===== src/sv/polygon_obstacle_point_test_top_defines.svh =====
// assertion macros for the polygon obstacle point test block
// used by polygon_obstacle_point_test_top; expects aclk and aresetn in scope
`ifndef POLYGON_OBSTACLE_POINT_TEST_TOP_DEFINES_SVH
`define POLYGON_OBSTACLE_POINT_TEST_TOP_DEFINES_SVH

// same-cycle implication, checked out of reset
`define POT_ASSERT_NOW(lbl, ante, cons, msg) \
    lbl: assert property (@(posedge aclk) disable iff (!aresetn) (ante) |-> (cons)) \
        else $error(msg);

// next-cycle implication, checked out of reset
`define POT_ASSERT_NEXT(lbl, ante, cons, msg) \
    lbl: assert property (@(posedge aclk) disable iff (!aresetn) (ante) |=> (cons)) \
        else $error(msg);

`endif


===== src/sv/pot_pkg.sv =====
// shared types, constants and arithmetic helpers of the polygon obstacle point test
// no dependencies
`default_nettype none

package pot_pkg;

    localparam int COORD_BITS       = 16;
    localparam int MAX_VERTICES_DEF = 256;
    localparam int POLY_MIN_VERTS   = 3;
    localparam int RAY_END_X_RST    = 16000;
    localparam int EDGE_TOL_RST     = 0;
    localparam int TOL_BITS         = 8;
    localparam int COLLINEAR_LIM    = 256;

    localparam int S_DATA_W   = 2 * COORD_BITS;
    localparam int S_USER_W   = 2;
    localparam int M_DATA_W   = 8;
    localparam int APB_ADDR_W = 3;
    localparam int APB_DATA_W = 32;

    // register index, taken from paddr bit 2
    localparam logic REG_RAY_END_X = 1'b0;
    localparam logic REG_EDGE_TOL  = 1'b1;

    typedef logic signed [COORD_BITS-1:0] coord_t;
    typedef logic signed [COORD_BITS:0]   diff_t;
    typedef logic signed [2*COORD_BITS+1:0] prod_t;
    typedef logic signed [2*COORD_BITS+2:0] cross_t;
    typedef logic signed [COORD_BITS+1:0] wide_t;
    typedef logic [TOL_BITS-1:0]          tol_t;

    typedef struct packed {
        coord_t y;
        coord_t x;
    } pt_t;

    typedef struct packed {
        logic mark;
        pt_t  pt;
    } vtx_t;

    typedef enum logic [1:0] {
        MODE_CLEAR  = 2'd0,
        MODE_APPEND = 2'd1,
        MODE_QUERY  = 2'd2
    } mode_t;

    typedef enum logic [1:0] {
        ORI_COL = 2'd0,
        ORI_POS = 2'd1,
        ORI_NEG = 2'd2
    } orient_t;

    typedef enum logic [1:0] {
        ST_IDLE   = 2'd0,
        ST_RUN    = 2'd1,
        ST_DRAIN  = 2'd2,
        ST_FINISH = 2'd3
    } state_t;

    typedef struct packed {
        logic last;
        logic poly_ok;
    } edge_tag_t;

    typedef struct packed {
        logic valid;
        logic last;
        logic poly_ok;
        logic crossed;
        logic on_line;
        logic seg_p;
    } edge_res_t;

    // orientation of a cross product given as its two partial products
    function automatic orient_t orient_of(prod_t pa, prod_t pb);
        cross_t v;
        v = cross_t'(pa) - cross_t'(pb);
        if (v < cross_t'(COLLINEAR_LIM) && v > -cross_t'(COLLINEAR_LIM)) begin
            return ORI_COL;
        end else if (v > 0) begin
            return ORI_POS;
        end else begin
            return ORI_NEG;
        end
    endfunction

    // q inside the box of p and r, widened by the tolerance
    function automatic logic on_seg(pt_t p, pt_t q, pt_t r, tol_t t);
        wide_t px, py, qx, qy, rx, ry, tw;
        wide_t mxx, mnx, mxy, mny;
        px  = wide_t'(p.x);
        py  = wide_t'(p.y);
        qx  = wide_t'(q.x);
        qy  = wide_t'(q.y);
        rx  = wide_t'(r.x);
        ry  = wide_t'(r.y);
        tw  = wide_t'({1'b0, t});
        mxx = (px > rx) ? px : rx;
        mnx = (px < rx) ? px : rx;
        mxy = (py > ry) ? py : ry;
        mny = (py < ry) ? py : ry;
        return (qx - tw <= mxx) && (qx + tw >= mnx) &&
               (qy - tw <= mxy) && (qy + tw >= mny);
    endfunction

endpackage

`default_nettype wire


===== src/sv/pot_vcell.sv =====
// one vertex cell of the rotating vertex ring
// depends on pot_pkg
`default_nettype none

module pot_vcell import pot_pkg::*; (
    input  wire logic aclk,
    input  wire logic shift_en,
    input  vtx_t      d_in,
    output vtx_t      q_out
);

    vtx_t vtx_reg;

    // payload only, contents undefined until an append reaches this cell
    always_ff @(posedge aclk) begin
        if (shift_en) begin
            vtx_reg <= d_in;
        end
    end

    assign q_out = vtx_reg;

endmodule

`default_nettype wire


===== config.mk =====
export PLATFORM = sky130hd
export DESIGN_NAME = pot_vcell
export DESIGN_NICKNAME = d
export VERILOG_FILES = /design/src/sv/polygon_obstacle_point_test_top_defines.svh /design/src/sv/pot_pkg.sv /design/src/sv/pot_vcell.sv
export SDC_FILE = /design/constraint.sdc
export NUM_CORES = 1
export LEC_CHECK = 0
export BUFFER_PORTS_ARGS = -buffer_cell sky130_fd_sc_hd__buf_2
export CAP_MARGIN = 15
export CELL_PAD_IN_SITES_DETAIL_PLACEMENT = 1
export CELL_PAD_IN_SITES_GLOBAL_PLACEMENT = 1
export CORE_MARGIN = 2
export CORE_UTILIZATION = 31
export DETAILED_ROUTE_END_ITERATION = 6
export PLACE_DENSITY_LB_ADDON = 0.3
export SYNTH_ARGS = -nofsm -noshare
export SYNTH_HDL_FRONTEND = slang
export SYNTH_SLANG_ARGS = --single-unit

===== constraint.sdc =====
create_clock -name aclk -period 0.8 [get_ports aclk]
set_clock_uncertainty 0.1 [all_clocks]
set_input_delay 0.16 -clock aclk [delete_from_list [all_inputs] [get_ports aclk]]
set_output_delay 0.16 -clock aclk [all_outputs]
set_load 0.05 [all_outputs]

==> After elaboration in Yosys (flattened, before gate mapping) <==
Cells that the tools add are included.
{ "totals": {"reg_bits": 33, "in_bits": 35, "out_inout_bits": 33, "word_cells": 3} }

==> Depth between registers and ports, before layout <==
Gate-level depths: netlist of run 1.
{ "logic_depth": {"depth_word": 0, "ltp_mapped": 0, "depth_no_buf": 0} }

==> Least setup slack after synthesis of run 1 <==
Ideal clock, no wire load.
{ "synth_timing": {"path_kind": "reg-to-output", "start": "register vtx_reg, in the netlist q_out[0]", "end": "output q_out[0] (netlist name)", "t_arrival_ns": 0.601, "t_required_ns": 0.540, "slack_ns": -0.061, "path_stages_with_launch": 1, "path_buffers": 0, "cell_sequence": "edfxtp_1"} }
{ "synth_rtl": {"columns": ["element", "line", "text"], "rows": [
  ["start: declaration", "pot_vcell.sv:12", "vtx_t vtx_reg;"],
  ["start signal: assignment", "pot_vcell.sv:17", "vtx_reg <= d_in;"],
  ["end: declaration", "pot_vcell.sv:9", "output vtx_t q_out"]
]} }
No word-level cell between the ends.

==> Final worst setup path of run 1 <==
{ "layout_timing": {"start": "register vtx_reg, in the netlist q_out[1]", "end": "output q_out[1] (netlist name)"} }
No word-level cell between the ends.

==> results of run 1 <==
-- timing repair --
action,4_1_cts,5_1_grt
gates cloned,0,0
hold endpoints to repair,33,16
hold buffers,17,14
pin swaps,0,0
setup endpoints to repair,33,42
gates resized for setup,66,5
-- power by group --
group	internal (W)	total, W	switching [W]
sequential	0.00206	0.00212	0.0000606
combinational	0.000417	0.00101	0.000598
clock	0.000319	0.000821	0.000502
total	0.00279	0.00395	0.00116
-- stage by stage --
step | hold WS, ns | cell area [um2] | util (%) | setup WS (ns) | std cells
4_1_cts | -0.108 | 1840 | 60.4 | -0.391 | 170
3_3_place_gp | 0.236 | 1420 | 46.6 | -0.0618 | 146
5_1_grt | -0.0985 | 1980 | 64.7 | -0.409 | 180
6_report | -0.0723 | 1980 | 64.7 | -0.353 | 180
2_1_floorplan | 0.159 | 991 | - | -0.0606 | 33
3_5_place_dp | 0.239 | 1420 | 46.6 | -0.0720 | 146
-- layer usage --
| layer | GRT usage (%) | wire (um) | vias up |
|---|---|---|---|
| li1 | - | - | 336 |
| met1 | 12.9 | 818 | 348 |
| met2 | 27.5 | 1580 | 37 |
| met3 | 5.33 | 184 | 5 |
| met4 | 10.2 | 41 | 0 |
| met5 | 0 | 0 | - |
-- placed cells by master (no fill, tap or decap) --
| master | count |
|---|---|
| buf_6 | 33 |
| edfxtp_1 | 33 |
| buf_2 | 30 |
| dlygate4sd3_1 | 26 |
| clkbuf_4 | 5 |
| dlymetal6s4s_1 | 5 |
| buf_12 | 2 |
| clkbuf_1 | 1 |
| clkinv_1 | 1 |
-- final timing paths --
check | startpoint | endpoint | slack [ns]
setup / recovery | q_out[1] | q_out[1] | -0.35
hold / removal | d_in[32] | q_out[32] | -0.07
-- area by class of cell --
cell class            count  area, um2
Fill cell               296       1080
Sequential cell          33        991
Timing Repair Buffer     96        885
Tap cell                 44       55.1
Clock buffer              6       41.3
Clock inverter            1       3.75
-- kinds of logic after synthesis --
kind of cell	count (synthesis)	share of synthesized area, %
flip-flops	33	100
==> flow_metrics.py, run 1 <==
metrics = {
    "status": {
        "status": "finished with violations",
        "violations": "hold timing, setup timing",
    },
    "sta": {
        "fin_setup_tns_ns": -11.73,
        "period_minus_slack_ns": 1.15,
        "setup_violations": 55,
        "slew_headroom_pct": 92.4,
        "worst-slew-pin-transition_ns": 0.114,
        "fin_ws_ns": -0.353,
        "holdWs_ns": -0.0723,
        "post-route-period-util_pct": 144,
        "fmax_mhz": 867,
        "maxSlewViolCount": 0,
        "finalHoldViolCount": 2,
        "rsz0062_at_grt": "yes",
    },
    "cells_and_area": {
        "area_delta_synth_final_pct": 99.4,
        "final_layout_size_suffix_gt1_share_pct": 51.5,
        "largest_reg_flops": 33,
        "fin_nets": 171,
        "multi_input_gates": 0,
        "diodes": 0,
        "multi_input_area_um2": 0,
    },
    "worst_setup_path": {
        "path_class": "flip-flop to output port",
        "crit_fanout": 1,
        "crit_family": "flip-flops",
        "arrival_ns": 0.89,
        "crit_required_ns": 0.54,
        "cp_slowest_cell": "edfxtp_1",
        "max_stage_delay_ns": 0.41,
        "crit_buf_inv": 1,
        "crit_path_end_kind": "output port",
        "cp-start-kind": "flip-flop",
        "path_cells": "buf_6",
        "path_depth": 1,
    },
    "hold_path": {
        "hp-class": "input port to flip-flop",
        "min_path_cells": 1,
    },
    "synth": {
        "yosys-top-cells-area": "edfxtp_1",
        "synth.top_cell.area_share_pct": 100,
        "syn_inst": 33,
        "synth_edf_count": 33,
        "yosys_register_bits": 33,
        "syn-num-nets": 68,
        "ys_seq_area_share_pct": 100,
        "yosys_warnings": 0,
        "synth.most_common_cell": "edfxtp_1",
        "ys_async_sr_fraction_pct": 0,
        "syn-mean-instance-area_um2": 30.0,
        "synth_commonest_cells": "edfxtp_1",
        "synthDistinctLibCells": 1,
        "synth_top_flop_cell": "edfxtp_1",
        "netlist_area_um2": 991,
        "synth_largest_area_cell": "edfxtp_1",
    },
    "power": {
        "leakage_nw": 0.859,
        "ir_worst_vdd_v": 0.00123,
        "power_density_nw_per_um2": 2000,
        "fin_total_pwr_w": 0.00395,
    },
    "clock_network": {
        "clock-sinks": 33,
        "postCtsSetupBuffers": 0,
        "cts_tree": "done",
        "cts_root_buf": "clkbuf_4",
        "clkTransAtPathRegs_ns": 0.09,
        "clk_path_buf_depth": 2,
        "cts_made_buffers": 5,
        "htreeDepth": 2,
    },
    "route": {
        "viasPerCell": 4.03,
        "route.detailed.drc": 0,
        "vias": 726,
        "wirelength_um": 2620,
        "drt_iter0_drc": 7,
        "first_pass_iters": 4,
        "wl_per_cell_um": 14.6,
        "ant_nets": 0,
    },
    "grt": {
        "grt_use_total_pct": 14.7,
        "grt_pass1_vias": 789,
        "grt_max_degree": 19,
        "grt_overflow": 0,
        "antenna_found_initial": 0,
        "grt_pass1_wl_um": 3510,
    },
    "flow_run": {
        "cap_violations": 0,
    },
    "placed_design": {
        "port_buffers": 67,
        "gp_congestion": 0.606,
    },
    "floorplan": {
        "coreArea_um2": 3050,
        "num_rows": 20,
        "start_util_pct": 32.5,
        "fp.dieH_um": 60.5,
        "dieArea_um2": 3670,
        "pin_count": 68,
        "fp.dieW_um": 60.5,
    },
}
No activity file was read; power rests on OpenSTA's default activity.
==> inputs of run 2 (changes only) <==
--- a/config.mk
+++ b/config.mk
@@ -12,6 +12,7 @@
 export CORE_MARGIN = 2
 export CORE_UTILIZATION = 31
 export DETAILED_ROUTE_END_ITERATION = 6
+export MAX_ROUTING_LAYER = met4
 export PLACE_DENSITY_LB_ADDON = 0.3
 export SYNTH_ARGS = -nofsm -noshare
 export SYNTH_HDL_FRONTEND = slang
==> run 2 against run 1 <==
The flow still finishes with violations (hold timing, setup timing). Core utilization did not move. Largest cell class unchanged. Wire length did not move. Power barely moved. Highest routed layer unchanged. Largest power group unchanged. Fmax fell by 0.65%. Critical path type unchanged. Global-route usage rose by 0.48 points. Design area did not move. Worst setup slack got worse by 0.0075 ns.
==> flow_metrics.py, run 2 (synthesized netlist as in run 1, its figures left out) <==
metrics = {
    "worst_setup_path": {
        "path_cells": "buf_6",
        "path_depth": 1,
        "crit_path_end_kind": "output port",
        "crit_fanout": 1,
        "cp_slowest_cell": "edfxtp_1",
        "crit_family": "flip-flops",
        "arrival_ns": 0.90,
        "max_stage_delay_ns": 0.41,
        "endpoint": "q_out[5]",
        "crit_buf_inv": 1,
        "cp-startpoint": "q_out[5]",
        "cp-start-kind": "flip-flop",
        "path_class": "flip-flop to output port",
        "crit_required_ns": 0.54,
    },
    "grt": {
        "grt_use_total_pct": 15.2,
        "grt_overflow": 0,
        "antenna_found_initial": 0,
        "grt_pass1_vias": 789,
        "grt_max_degree": 19,
        "grt_pass1_wl_um": 3510,
    },
    "sta": {
        "fin_ws_ns": -0.361,
        "holdWs_ns": -0.0740,
        "post-route-period-util_pct": 145,
        "worst-slew-pin-transition_ns": 0.114,
        "setup_violations": 55,
        "maxSlewViolCount": 0,
        "fmax_mhz": 862,
        "slew_headroom_pct": 92.4,
        "period_minus_slack_ns": 1.16,
        "rsz0062_at_grt": "yes",
        "finalHoldViolCount": 2,
    },
    "floorplan": {
        "fp.dieH_um": 60.5,
        "start_util_pct": 32.5,
        "dieArea_um2": 3670,
        "fp.dieW_um": 60.5,
        "coreArea_um2": 3050,
        "pin_count": 68,
        "num_rows": 20,
    },
    "cells_and_area": {
        "final_layout_size_suffix_gt1_share_pct": 51.5,
        "fin_nets": 171,
        "num-fill-cells": 296,
        "area_delta_synth_final_pct": 99.4,
        "multi_input_gates": 0,
        "diodes": 0,
        "largest_reg_flops": 33,
        "post-route-util_pct": 64.7,
        "multi_input_area_um2": 0,
        "final_cell_mix": "buf_6, edfxtp_1, buf_2",
    },
    "power": {
        "intPower_w": 0.00279,
        "pwr-share-seq_pct": 53.5,
        "ir_worst_vdd_v": 0.00123,
        "switching_share_pct": 29.4,
        "power.clock.fraction_pct": 20.8,
        "power_density_nw_per_um2": 2000,
        "power_switching_w": 0.00116,
        "leakage_nw": 0.859,
        "fin_total_pwr_w": 0.00395,
        "p_comb_share_pct": 25.7,
    },
    "placed_design": {
        "pre_cts_ws_ns": -0.0720,
        "port_buffers": 67,
        "gp_congestion": 0.610,
    },
    "status": {
        "violations": "hold timing, setup timing",
        "status": "finished with violations",
    },
    "clock_network": {
        "cts_made_buffers": 5,
        "clock-sinks": 33,
        "postCtsSetupBuffers": 0,
        "htreeDepth": 2,
        "clk_path_buf_depth": 2,
        "clkTransAtPathRegs_ns": 0.09,
        "cts_tree": "done",
        "cts_root_buf": "clkbuf_4",
    },
    "flow_run": {
        "cap_violations": 0,
    },
    "route": {
        "vias": 720,
        "drt_iter0_drc": 7,
        "ant_nets": 0,
        "wirelength_um": 2620,
        "route.detailed.drc": 0,
        "viasPerCell": 4.00,
        "first_pass_iters": 4,
        "wl_per_cell_um": 14.6,
    },
    "hold_path": {
        "hp-class": "input port to flip-flop",
    },
}
## run 2: cell counts in the layout (fill, tap and decap cells not counted)
No cell type changed its count.
## run 2: area by class of cell
cell class	instances	area [um2]	share of cell area, %
tap	44	55.1	2.79
sequential	33	991	50.2
timing repair buffer	96	885	44.8
clock buffer	6	41.3	2.09
clock inverter	1	3.75	0.190
## run 2: worst min-delay path by stage
stage / slack (ns) / startpoint / depth (start not counted) / end
2_1_floorplan: 0.16 / d_in[0] / 0 / q_out[0]
3_3_place_gp: 0.24 / d_in[31] / 1 / q_out[31]
3_5_place_dp: 0.24 / d_in[10] / 1 / q_out[10]
4_1_cts: -0.11 / d_in[4] / 1 / q_out[4]
5_1_grt: -0.11 / d_in[32] / 1 / q_out[32]
6_report: -0.07 / d_in[32] / 1 / q_out[32]
## run 2: power groups by stage
stage | Sequential (W) | Combinational [W] | Clock, W
detailed placement | 0.00212 | 0.000743 | 0
finish | 0.00212 | 0.00101 | 0.000822
global placement | 0.00211 | 0.000735 | 0
global route | 0.00213 | 0.00105 | 0.000955
floorplan | 0.00261 | 0 | 0
CTS | 0.00212 | 0.000963 | 0.000869
## run 2: stage by stage
| stage | std cells | hold slack [ns] | TNS (ns) | area, um2 |
|---|---|---|---|---|
| floorplan | 33 | 0.159 | -2.00 | 991 |
| global placement | 146 | 0.236 | -2.17 | 1420 |
| detailed placement | 146 | 0.239 | -2.74 | 1420 |
| CTS | 170 | -0.108 | -12.03 | 1840 |
| global route | 180 | -0.106 | -13.21 | 1980 |
| finish | 180 | -0.0740 | -11.75 | 1980 |
## run 2: what timing repair did
action                                  4_1_cts  5_1_grt
endpoints found under the setup margin       33       42
endpoints found under the hold margin        33       16
resized for setup                            66        5
pin swaps                                     0        0
gates cloned                                  0        0
hold buffers                                 17       14
## run 2: layer usage
metal / global-route usage [%] / vias up / share of wire (%)
met5: - / - / 0
met4: 10.2 / 0 / 1.6
met3: 5.12 / 5 / 6.3
met2: 27.5 / 39 / 60
met1: 13.0 / 340 / 32
li1: - / 336 / -
